[src/rtl/core/kes_pkg.sv]
// Package for the key event scanner: payload structs, register indexes, event codes.
// Used by every module under rtl/core; depends on nothing.
package kes_pkg;

   localparam int TimeBits  = 32;
   localparam int TouchBits = 16;
   localparam int NumEvents = 7;

   localparam logic [3:0] EV_LEFT_DOWN  = 4'd0;
   localparam logic [3:0] EV_RIGHT_DOWN = 4'd2;
   localparam logic [3:0] EV_DIT_DOWN   = 4'd4;
   localparam logic [3:0] EV_DAH_DOWN   = 4'd6;
   localparam logic [3:0] EV_ENC_CW     = 4'd8;
   localparam logic [3:0] EV_ENC_CCW    = 4'd9;
   localparam logic [3:0] EV_ENC_SHORT  = 4'd10;
   localparam logic [3:0] EV_ENC_LONG   = 4'd11;
   localparam logic [3:0] EV_AUX_SHORT  = 4'd12;
   localparam logic [3:0] EV_AUX_LONG   = 4'd13;

   localparam logic [2:0] REG_LEFT_ON   = 3'd0;
   localparam logic [2:0] REG_LEFT_OFF  = 3'd1;
   localparam logic [2:0] REG_RIGHT_ON  = 3'd2;
   localparam logic [2:0] REG_RIGHT_OFF = 3'd3;
   localparam logic [2:0] REG_DEBOUNCE  = 3'd4;
   localparam logic [2:0] REG_LONG_TIME = 3'd5;
   localparam logic [2:0] REG_HOLD_LIM  = 3'd6;
   localparam logic [2:0] REG_DETENT    = 3'd7;

   typedef struct packed {
      logic [TimeBits-1:0]  now_ms;
      logic [TouchBits-1:0] left_touch_reading;
      logic [TouchBits-1:0] right_touch_reading;
      logic                 dit_paddle_closed;
      logic                 dah_paddle_closed;
      logic                 encoder_button_pressed;
      logic                 aux_button_pressed;
      logic signed [3:0]    encoder_delta;
   } req_type;

   typedef struct packed {
      logic [3:0] event_code;
      logic       urgent;
      logic       last_event;
   } rsp_type;

   // One classified tick: a bit per event slot and the code of each slot.
   typedef struct packed {
      logic [NumEvents-1:0]      fire;
      logic [NumEvents-1:0][3:0] code;
   } tick_type;

   typedef struct packed {
      logic [TouchBits-1:0] left_on;
      logic [TouchBits-1:0] left_off;
      logic [TouchBits-1:0] right_on;
      logic [TouchBits-1:0] right_off;
      logic [3:0]           debounce;
      logic [15:0]          long_time;
      logic [15:0]          hold_limit;
      logic [6:0]           detent;
   } cfg_type;

endpackage

[src/rtl/core/key_event_scanner.sv]
// Key event scanner: classifies poll ticks into key events and queues them out.
// Uses kes_pkg, kes_front, kes_queue and kes_back.
//
// Usage: each req beat is one poll tick (time, touch readings, paddle and button
// levels, encoder delta), offered with req_push while req_full is low. The
// front end updates all key state in the cycle the tick is taken and hands a
// set of flagged event slots to a two-entry tick queue. The back end sends one
// event per cycle while the result buffer has room, in slot order, into that
// two-entry result buffer read with rsp_pop while rsp_empty is low; the last
// event of a tick has last_event set. A tick with no events produces nothing.
// A tick passes the tick queue and the result buffer before its first event is
// read, and holds the back end until its last (of up to seven) is sent.
// If the receiver stalls, the result buffer and then the tick queue fill and
// req_full rises; nothing is lost. Reset is synchronous and clears all key
// state, queues and registers (to their documented defaults). Registers are
// written through csr_write_enable, csr_index and csr_write_data.
module key_event_scanner import kes_pkg::*; (
   input  logic        clock,
   input  logic        reset,
   input  logic        req_push,
   output logic        req_full,
   input  req_type     req_data,
   output logic        rsp_empty,
   input  logic        rsp_pop,
   output rsp_type     rsp_data,
   input  logic        csr_write_enable,
   input  logic [2:0]  csr_index,
   input  logic [15:0] csr_write_data
);

   cfg_type  cfg_ff;
   tick_type tick_in, tick_out;
   logic     take, q_empty, q_done;

   assign take = req_push && !req_full;

   always_ff @(posedge clock) begin
      if (reset) begin
         cfg_ff.left_on    <= '0;
         cfg_ff.left_off   <= '1;
         cfg_ff.right_on   <= '0;
         cfg_ff.right_off  <= '1;
         cfg_ff.debounce   <= 4'd3;
         cfg_ff.long_time  <= 16'd1000;
         cfg_ff.hold_limit <= 16'd5000;
         cfg_ff.detent     <= 7'd2;
      end else if (csr_write_enable) begin
         case (csr_index)
            REG_LEFT_ON:   cfg_ff.left_on    <= csr_write_data;
            REG_LEFT_OFF:  cfg_ff.left_off   <= csr_write_data;
            REG_RIGHT_ON:  cfg_ff.right_on   <= csr_write_data;
            REG_RIGHT_OFF: cfg_ff.right_off  <= csr_write_data;
            REG_DEBOUNCE:  cfg_ff.debounce   <= csr_write_data[3:0];
            REG_LONG_TIME: cfg_ff.long_time  <= csr_write_data;
            REG_HOLD_LIM:  cfg_ff.hold_limit <= csr_write_data;
            REG_DETENT:    cfg_ff.detent     <= csr_write_data[6:0];
            default: ;
         endcase
      end
   end

   kes_front u_front (
      .clock(clock), .reset(reset), .take(take), .req(req_data), .cfg(cfg_ff),
      .tick(tick_in)
   );

   kes_queue u_queue (
      .clock(clock), .reset(reset), .push(take), .push_data(tick_in),
      .full(req_full), .pop(q_done), .empty(q_empty), .pop_data(tick_out)
   );

   kes_back u_back (
      .clock(clock), .reset(reset), .tick_valid(!q_empty), .tick(tick_out),
      .tick_done(q_done), .rsp_empty(rsp_empty), .rsp_pop(rsp_pop),
      .rsp_data(rsp_data)
   );

`ifndef SYNTHESIS
   a_urgent_release: assert property (@(posedge clock) disable iff (reset)
      !rsp_empty |-> rsp_data.urgent == (rsp_data.event_code < EV_ENC_CW &&
      rsp_data.event_code[0])) else $error("urgent flag mismatch");
   a_code_range: assert property (@(posedge clock) disable iff (reset)
      !rsp_empty |-> rsp_data.event_code <= EV_AUX_LONG)
      else $error("event code out of range");
   a_done_needs_tick: assert property (@(posedge clock) disable iff (reset)
      q_done |-> !q_empty) else $error("tick retired from empty queue");
`endif

endmodule

[src/rtl/core/kes_front.sv]
// Front end: holds the scanner state and turns each tick into a set of events.
// Depends on kes_pkg.
module kes_front import kes_pkg::*; (
   input  logic     clock,
   input  logic     reset,
   input  logic     take,
   input  req_type  req,
   input  cfg_type  cfg,
   output tick_type tick
);

   logic [1:0]                touch_down_ff, touch_down_in;
   logic [1:0][TimeBits-1:0]  touch_start_ff, touch_start_in;
   logic [1:0]                paddle_ff, paddle_in;
   logic signed [7:0]         acc_ff, acc_in;
   logic [1:0]                bpress_ff, bpress_in;
   logic [1:0]                bpend_ff, bpend_in;
   logic [1:0][3:0]           bcount_ff, bcount_in;
   logic [1:0][TimeBits-1:0]  btime_ff, btime_in;
   logic [1:0]                blong_ff, blong_in;

   logic [1:0][TouchBits-1:0] reading, on_lvl, off_lvl;
   logic [1:0]                closed, bnow;
   logic signed [8:0]         sum;
   logic signed [7:0]         sat, steps;
   logic [1:0]                t_ev, t_up, b_short, b_long;
   logic [1:0][3:0]           cnt;

   always_comb begin
      reading = {req.right_touch_reading, req.left_touch_reading};
      on_lvl  = {cfg.right_on, cfg.left_on};
      off_lvl = {cfg.right_off, cfg.left_off};
      closed  = {req.dah_paddle_closed, req.dit_paddle_closed};
      bnow    = {req.aux_button_pressed, req.encoder_button_pressed};
      touch_down_in  = touch_down_ff;
      touch_start_in = touch_start_ff;
      paddle_in = paddle_ff;
      bpress_in = bpress_ff;
      bpend_in  = bpend_ff;
      bcount_in = bcount_ff;
      btime_in  = btime_ff;
      blong_in  = blong_ff;
      t_ev = '0;
      t_up = '0;
      b_short = '0;
      b_long = '0;
      cnt = '0;
      tick.fire = '0;
      for (int i = 0; i < 2; i++) begin
         if (!touch_down_ff[i] && reading[i] < on_lvl[i]) begin
            touch_down_in[i] = 1'b1;
            touch_start_in[i] = req.now_ms;
            t_ev[i] = 1'b1;
         end else if (touch_down_ff[i] && (reading[i] > off_lvl[i] ||
               (req.now_ms - touch_start_ff[i]) >= TimeBits'(cfg.hold_limit))) begin
            touch_down_in[i] = 1'b0;
            t_ev[i] = 1'b1;
            t_up[i] = 1'b1;
         end
         tick.fire[i]   = t_ev[i];
         tick.code[i]   = 4'(2 * i) | {3'b0, t_up[i]};
         tick.fire[2+i] = closed[i] != paddle_ff[i];
         tick.code[2+i] = 4'(4 + 2 * i) | {3'b0, !closed[i]};
         paddle_in[i]   = closed[i];

         if (bnow[i] != bpress_ff[i]) begin
            if (bnow[i] == bpend_ff[i]) begin
               cnt[i] = (bcount_ff[i] < 4'd15) ? bcount_ff[i] + 4'd1 : bcount_ff[i];
               bcount_in[i] = cnt[i];
               if (cnt[i] >= cfg.debounce) begin
                  bpress_in[i] = bnow[i];
                  bcount_in[i] = '0;
                  if (bnow[i]) begin
                     btime_in[i] = req.now_ms;
                     blong_in[i] = 1'b0;
                  end else if (!blong_ff[i]) begin
                     b_short[i] = 1'b1;
                  end
               end
            end else begin
               bpend_in[i] = bnow[i];
               bcount_in[i] = 4'd1;
            end
         end else begin
            bcount_in[i] = '0;
            bpend_in[i] = bpress_ff[i];
         end
         if (bpress_in[i] && !blong_in[i] &&
               (req.now_ms - btime_in[i]) >= TimeBits'(cfg.long_time)) begin
            blong_in[i] = 1'b1;
            b_long[i] = 1'b1;
         end
      end
      // Short and long cannot both fire in one tick for the same button.
      tick.fire[5] = b_short[0] | b_long[0];
      tick.code[5] = b_long[0] ? EV_ENC_LONG : EV_ENC_SHORT;
      tick.fire[6] = b_short[1] | b_long[1];
      tick.code[6] = b_long[1] ? EV_AUX_LONG : EV_AUX_SHORT;

      sum = 9'(acc_ff) + 9'(req.encoder_delta);
      if (sum > 9'sd127) sat = 8'sd127;
      else if (sum < -9'sd128) sat = -8'sd128;
      else sat = sum[7:0];
      steps = (cfg.detent == '0) ? 8'sd1 : {1'b0, cfg.detent};
      acc_in = sat;
      tick.fire[4] = 1'b0;
      tick.code[4] = EV_ENC_CW;
      if (sat >= steps) begin
         acc_in = '0;
         tick.fire[4] = 1'b1;
      end else if (sat <= -steps) begin
         acc_in = '0;
         tick.fire[4] = 1'b1;
         tick.code[4] = EV_ENC_CCW;
      end
   end

   always_ff @(posedge clock) begin
      if (reset) begin
         touch_down_ff <= '0;
         touch_start_ff <= '0;
         paddle_ff <= '0;
         acc_ff <= '0;
         bpress_ff <= '0;
         bpend_ff <= '0;
         bcount_ff <= '0;
         btime_ff <= '0;
         blong_ff <= '0;
      end else if (take) begin
         touch_down_ff <= touch_down_in;
         touch_start_ff <= touch_start_in;
         paddle_ff <= paddle_in;
         acc_ff <= acc_in;
         bpress_ff <= bpress_in;
         bpend_ff <= bpend_in;
         bcount_ff <= bcount_in;
         btime_ff <= btime_in;
         blong_ff <= blong_in;
      end
   end

endmodule

[src/rtl/core/kes_queue.sv]
// Two-entry queue of classified ticks between the front and the back end.
// Depends on kes_pkg.
module kes_queue import kes_pkg::*; (
   input  logic     clock,
   input  logic     reset,
   input  logic     push,
   input  tick_type push_data,
   output logic     full,
   input  logic     pop,
   output logic     empty,
   output tick_type pop_data
);

   tick_type   mem_ff [2];
   logic       wptr_ff, rptr_ff;
   logic [1:0] count_ff;

   assign full     = count_ff == 2'd2;
   assign empty    = count_ff == 2'd0;
   assign pop_data = mem_ff[rptr_ff];

   always_ff @(posedge clock) begin
      if (push && !full) mem_ff[wptr_ff] <= push_data;
   end

   always_ff @(posedge clock) begin
      if (reset) begin
         wptr_ff <= 1'b0;
         rptr_ff <= 1'b0;
         count_ff <= '0;
      end else begin
         if (push && !full) wptr_ff <= !wptr_ff;
         if (pop && !empty) rptr_ff <= !rptr_ff;
         count_ff <= count_ff + 2'(push && !full) - 2'(pop && !empty);
      end
   end

endmodule

[src/rtl/core/kes_back.sv]
// Back end: walks the event slots of one tick and feeds a two-entry result buffer.
// Depends on kes_pkg.
module kes_back import kes_pkg::*; (
   input  logic     clock,
   input  logic     reset,
   input  logic     tick_valid,
   input  tick_type tick,
   output logic     tick_done,
   output logic     rsp_empty,
   input  logic     rsp_pop,
   output rsp_type  rsp_data
);

   logic [NumEvents-1:0] left_ff, left_in;
   logic                 busy_ff;
   rsp_type              buf_ff [2];
   logic                 wptr_ff, rptr_ff;
   logic [1:0]           count_ff;
   logic [NumEvents-1:0] pend, low_bit, rest;
   logic [2:0]           idx;
   logic                 can_put, put;
   rsp_type              item;

   // Pending slots: a fresh tick is loaded on the cycle it is taken.
   assign pend    = busy_ff ? left_ff : tick.fire;
   assign low_bit = pend & (~pend + NumEvents'(1));
   assign rest    = pend & ~low_bit;
   assign can_put = (count_ff != 2'd2) || (rsp_pop && !rsp_empty);

   always_comb begin
      idx = '0;
      for (int i = NumEvents - 1; i >= 0; i--) begin
         if (low_bit[i]) idx = 3'(i);
      end
      item.event_code = tick.code[idx];
      item.urgent     = (tick.code[idx] < EV_ENC_CW) && tick.code[idx][0];
      item.last_event = rest == '0;
      put = (busy_ff || tick_valid) && pend != '0 && can_put;
      tick_done = tick_valid && (pend == '0 || (put && rest == '0));
      left_in = put ? rest : pend;
   end

   assign rsp_empty = count_ff == 2'd0;
   assign rsp_data  = buf_ff[rptr_ff];

   always_ff @(posedge clock) begin
      if (put) buf_ff[wptr_ff] <= item;
   end

   always_ff @(posedge clock) begin
      if (reset) begin
         busy_ff <= 1'b0;
         left_ff <= '0;
         wptr_ff <= 1'b0;
         rptr_ff <= 1'b0;
         count_ff <= '0;
      end else begin
         busy_ff <= tick_valid && !tick_done;
         left_ff <= left_in;
         if (put) wptr_ff <= !wptr_ff;
         if (rsp_pop && !rsp_empty) rptr_ff <= !rptr_ff;
         count_ff <= count_ff + 2'(put) - 2'(rsp_pop && !rsp_empty);
      end
   end

endmodule

[config.mk]
export PLATFORM = sky130hd
export DESIGN_NAME = key_event_scanner
export DESIGN_NICKNAME = d
export VERILOG_FILES = /design/src/rtl/core/kes_pkg.sv /design/src/rtl/core/key_event_scanner.sv /design/src/rtl/core/kes_front.sv /design/src/rtl/core/kes_queue.sv /design/src/rtl/core/kes_back.sv
export SDC_FILE = /design/constraint.sdc
export NUM_CORES = 1
export LEC_CHECK = 0
export BUFFER_PORTS_ARGS = -buffer_cell sky130_fd_sc_hd__buf_2
export CAP_MARGIN = 5
export CORE_MARGIN = 4
export CORE_UTILIZATION = 55
export DETAILED_ROUTE_END_ITERATION = 10
export GPL_TIMING_DRIVEN = 0
export PLACE_DENSITY = 0.72
export SYNTH_ARGS = -nofsm -noshare
export SYNTH_HDL_FRONTEND = slang
export SYNTH_SLANG_ARGS = --single-unit
[constraint.sdc]
create_clock -name clock -period 23.3 [get_ports clock]
set_input_delay 6.99 -clock clock [delete_from_list [all_inputs] [get_ports clock]]
set_output_delay 6.99 -clock clock [all_outputs]
set_load 0.02 [all_outputs]
==> results.txt <==
----------------------------------------------------
[Run status]
  Status ... completed

[Timing]
  RSZ-0062 raised after global routing ... no
  Period Utilization, post-route ... 60.2%
  Time the final worst path needs with I/O delays and setup ... 14020 ps
  Max Transition Viols Final ... 0
  Top achievable clock speed ... 71.3 MHz
  Total Negative Setup Slacks ... 0 ps
  Final number of hold-violating endpoints ... 0
  Transition time of the tightest slew-check pin ... 1240 ps
  Final-report setup violation count ... 0
  Worst clock skew on the final layout ... 22.3 ps
  Headroom to the max-slew limit ... 17.2%

[Floorplan]
  Vertical die dimension ... 219 um
  Initial core utilization ... 56.1%
  Die width ... 219 um
  Standard-cell rows ... 76
  Die ar. ... 47900 um2
  Number of top-level pins ... 104
  Placeable core area ... 43600 um2

[Finish]
  Layout overhead on the synthesized area ... 9.95%
  Number of nets in the finished design ... 3609
  Most common library cell in the layout ignoring fill and taps ... sky130_fd_sc_hd__nand2_1
  Layout cells sized above 1 ... 6.42%
  Filler cells ... 4023
  Highest-count cells in the layout ignoring fill and taps ... sky130_fd_sc_hd__nand2_1, sky130_fd_sc_hd__nor2_1, sky130_fd_sc_hd__a21oi_1
  Post-layout instance count excluding filler cells ... 3827
  Storage element area ... 6790 um2
  Area used by multi-input combinational logic ... 16300 um2

[Global route]
  Pin count of the biggest net entering global routing ... 15
  All-layer global routing usage ... 31.0%
  Wire length of the first global-routing pass ... 118000 um
  Vias in the first global route ... 21863
  Antenna violations before repair ... 0
  Total congestion overflow after global routing ... 0

[Yosys]
  Synth area leaders ... sky130_fd_sc_hd__dfxtp_1, sky130_fd_sc_hd__ha_1, sky130_fd_sc_hd__nand2_1
  Number of synthesized flops with an enable pin ... 40
  Post-Syn Area per Cell ... 7.94 um2
  Synthesized flop and latch total ... 319
  Share of synthesized area occupied by flip-flops and latches ... 27.8%
  Proportion of register bits with asynchronous set or reset after synthesis ... 0%
  Synthesized netlist net count ... 3475
  Total of warnings raised by yosys ... 0
  Fraction of post-synthesis cell area in the top cell type by area ... 22.8%
  Cell type with the largest total area after synthesis ... sky130_fd_sc_hd__dfxtp_1
  Dominant register cell in the synthesized netlist ... sky130_fd_sc_hd__dfxtp_1
  Post-synth design cell area ... 24400 um2
  Distinct cell type count after synthesis ... 92
  Number of instances in the synthesized netlist ... 3079

[Detailed routing]
  Via Count ... 23117
  Average detailed-routed wire length per instance ... 19.9 um
  WL final ... 76100 um
  Mean number of vias per cell ... 6.04
  ANT nets after route ... 0
  Number of DRC violations after detailed routing ... 0
  1st-pass router iterations ... 7
  First-iteration detailed-routing DRC count ... 1941

[Worst setup path]
  CP Data Required Time ... 23530 ps
  Most repeated library cell on the critical path ... sky130_fd_sc_hd__ha_1
  Worst-case reg-to-reg path depth ... 26
  Cells along the critical path ... buf_2 -> ha_1 -> nor3_1 -> clkbuf_1 -> mux2i_1 -> ha_1 -> and2_1 -> a221o_1 -> o21ai_1 -> and2_1 -> o21ai_0 -> xor2_1 -> ha_1 -> a21o_1 -> a21o_1 -> a21oi_1 -> nand4_1 -> or4_1 -> nand4bb_1 -> nor4b_1 -> o21ai_0
  Worst path max stage delay ... 1020 ps
  Standard cell with the maximum stage delay on the critical path ... sky130_fd_sc_hd__nor4b_1
  Kind of launch point of the worst setup path ... primary input
  Worst EP arrival ... 14250 ps
  Startpoint of the most critical setup path ... req_data[5]
  Type of the setup path with the least slack ... primary input to flop
  Stages on worst setup path ... 21
  Delay-heaviest family, CP ... simple AND/OR/NAND/NOR gates
  RR Endpoint ... u_queue.mem_ff[0][15]$_DFFE_PP_
  Bufs and invs on worst path ... 2
  Launching point of the worst reg2reg path ... u_front.bcount_ff[0]$_SDFFE_PP0P_
  Max FO, Critical Path ... 10
  Setup crit end kind ... flop
  Reg2reg setup slack ... 14530 ps

[Place]
  Buffers on Ports ... 95
  DP Wirelength ... 59100 um
  Routability congestion estimate ... 0.955
  # placed instances ... 3759

[Clocking]
  Count of cells resized by post-cts repair ... 0
  Worst-Skew Late Latency ... 580 ps
  CTS Root Cell ... sky130_fd_sc_hd__clkbuf_16
  Clock tree from TritonCTS ... yes
  Number of buffers inserted during clock tree synthesis ... 37
  Maximum buffer depth of the clock tree ... 3
  Cts hold-fix bufs ... 0
  Number of levels in the clock H-tree ... 2
  Clock-pin slew reported for the worst setup and hold paths after clock tree synthesis ... 60 ps
  Number of post-CTS setup repair buffers ... 0
  CTS Sinks ... 319

[Worst hold path]
  Endpoint of the worst hold-timing path ... u_front.btime_ff[11]$_SDFFE_PP0P_
  Hold WC Path Type ... flop to flop
  Cell depth of the worst min-delay path ... 2
  Launch point of the worst hold path ... u_front.btime_ff[11]$_SDFFE_PP0P_

[Power]
  Total power divided by cell area ... 75.4 nW/um2
  Lkg Pwr ... 0.0107 uW
  Worst vdd ir ... 0.0000692 V

[Job]
  MaxCap Viol Count ... 0

----------------------------------------------------
==> worst max path at each step <==
stage / end / slack, ps
6_report: u_queue.mem_ff[0][15]$_DFFE_PP_ / 9280
5_1_grt: u_queue.mem_ff[1][15]$_DFFE_PP_ / 8880
4_1_cts: u_queue.mem_ff[1][15]$_DFFE_PP_ / 9560
3_5_place_dp: u_queue.mem_ff[0][15]$_DFFE_PP_ / 8990
3_3_place_gp: u_queue.mem_ff[0][15]$_DFFE_PP_ / 9130
2_1_floorplan: u_queue.mem_ff[0][15]$_DFFE_PP_ / 10980
==> cell type report <==
type                       instances  area share [%]
antenna                            1         0.00931
multi-input combinational       2410            60.8
inverter                         226            3.16
clock buffer                      45            3.67
tap                              585            2.72
clock inverter                    22           0.856
sequential                       319            25.2
timing repair buffer              95            1.77
buffer                           124            1.80
==> flip-flops by register name, summed over array words and instances, names as in the netlist, 7 cells and up, named ones only <==
name / count
cfg_ff: 107
u_back.buf_ff: 12
u_back.left_ff: 7
u_front.acc_ff: 8
u_front.bcount_ff: 8
u_front.btime_ff: 64
u_front.touch_start_ff: 64
u_queue.mem_ff: 28
==> synth_stat cells (23+ instances only) <==
library cell	n
sky130_fd_sc_hd__nor2_1	304
sky130_fd_sc_hd__xor2_1	51
sky130_fd_sc_hd__nor3_1	51
sky130_fd_sc_hd__nor2b_1	24
sky130_fd_sc_hd__a211o_1	35
sky130_fd_sc_hd__nand3_1	44
sky130_fd_sc_hd__inv_1	226
sky130_fd_sc_hd__o21ai_0	120
sky130_fd_sc_hd__mux2i_1	146
sky130_fd_sc_hd__a31oi_1	23
sky130_fd_sc_hd__a211oi_1	58
sky130_fd_sc_hd__xnor2_1	62
sky130_fd_sc_hd__ha_1	295
sky130_fd_sc_hd__dfxtp_1	279
sky130_fd_sc_hd__o21a_1	42
sky130_fd_sc_hd__nand2_1	398
sky130_fd_sc_hd__a21o_1	62
sky130_fd_sc_hd__a21oi_1	298
sky130_fd_sc_hd__edfxtp_1	40
sky130_fd_sc_hd__nand4_1	42
sky130_fd_sc_hd__nand2b_1	31
sky130_fd_sc_hd__clkbuf_1	108
==> stage by stage <==
stage               total power [uW]  setup WS [ps]  hold slack [ps]  instance area, um2  utilization, %
floorplan                       1230          10980              434               24400               -
global placement                1400           9130              441               25700            58.9
detailed placement              1430           8990              445               25700            58.9
CTS                             2030           9560              454               26900            61.7
global route                    2150           8880              469               26900            61.7
finish                          2030           9280              455               26900            61.7
==> kinds of logic after synthesis <==
| logic type | after synthesis | synth area share (%) |
|---|---|---|
| XOR/XNOR | 113 | 4.05 |
| AO/OA/AOI/OAI | 796 | 20.8 |
| multiplexers | 164 | 6.94 |
| AND/OR/NAND/NOR | 1035 | 19.5 |
| other | 1 | 0.0153 |
| flip-flops | 319 | 27.8 |
| adder cells (fa/ha/maj) | 301 | 15.5 |
| buffers and inverters | 350 | 5.45 |
==> worst reg2reg max path: cells and delay by family (launching register included) <==
family,cells,cell delay [ps]
XOR/XNOR,1,190
AND/OR/NAND/NOR,8,3160
AO/OA/AOI/OAI,10,2180
multiplexers,2,780
flip-flops,1,340
adder cells (fa/ha/maj),4,1140
buffers and inverters,1,640
==> per-layer routing <==
layer  global-route usage (%)  routed length (um)
met5                        0                   0
met1                     41.8               33300
met2                     51.5               34400
met4                     10.3                2790
met3                     4.13                5500
==> power breakdown <==
group | internal, uW | switching, uW | total, uW | leakage (uW)
Combinational | 303 | 481 | 784 | 0.00747
Sequential | 625 | 26.0 | 651 | 0.00265
Clock | 339 | 253 | 592 | 0.000602
No activity file was read; power rests on OpenSTA's default activity.
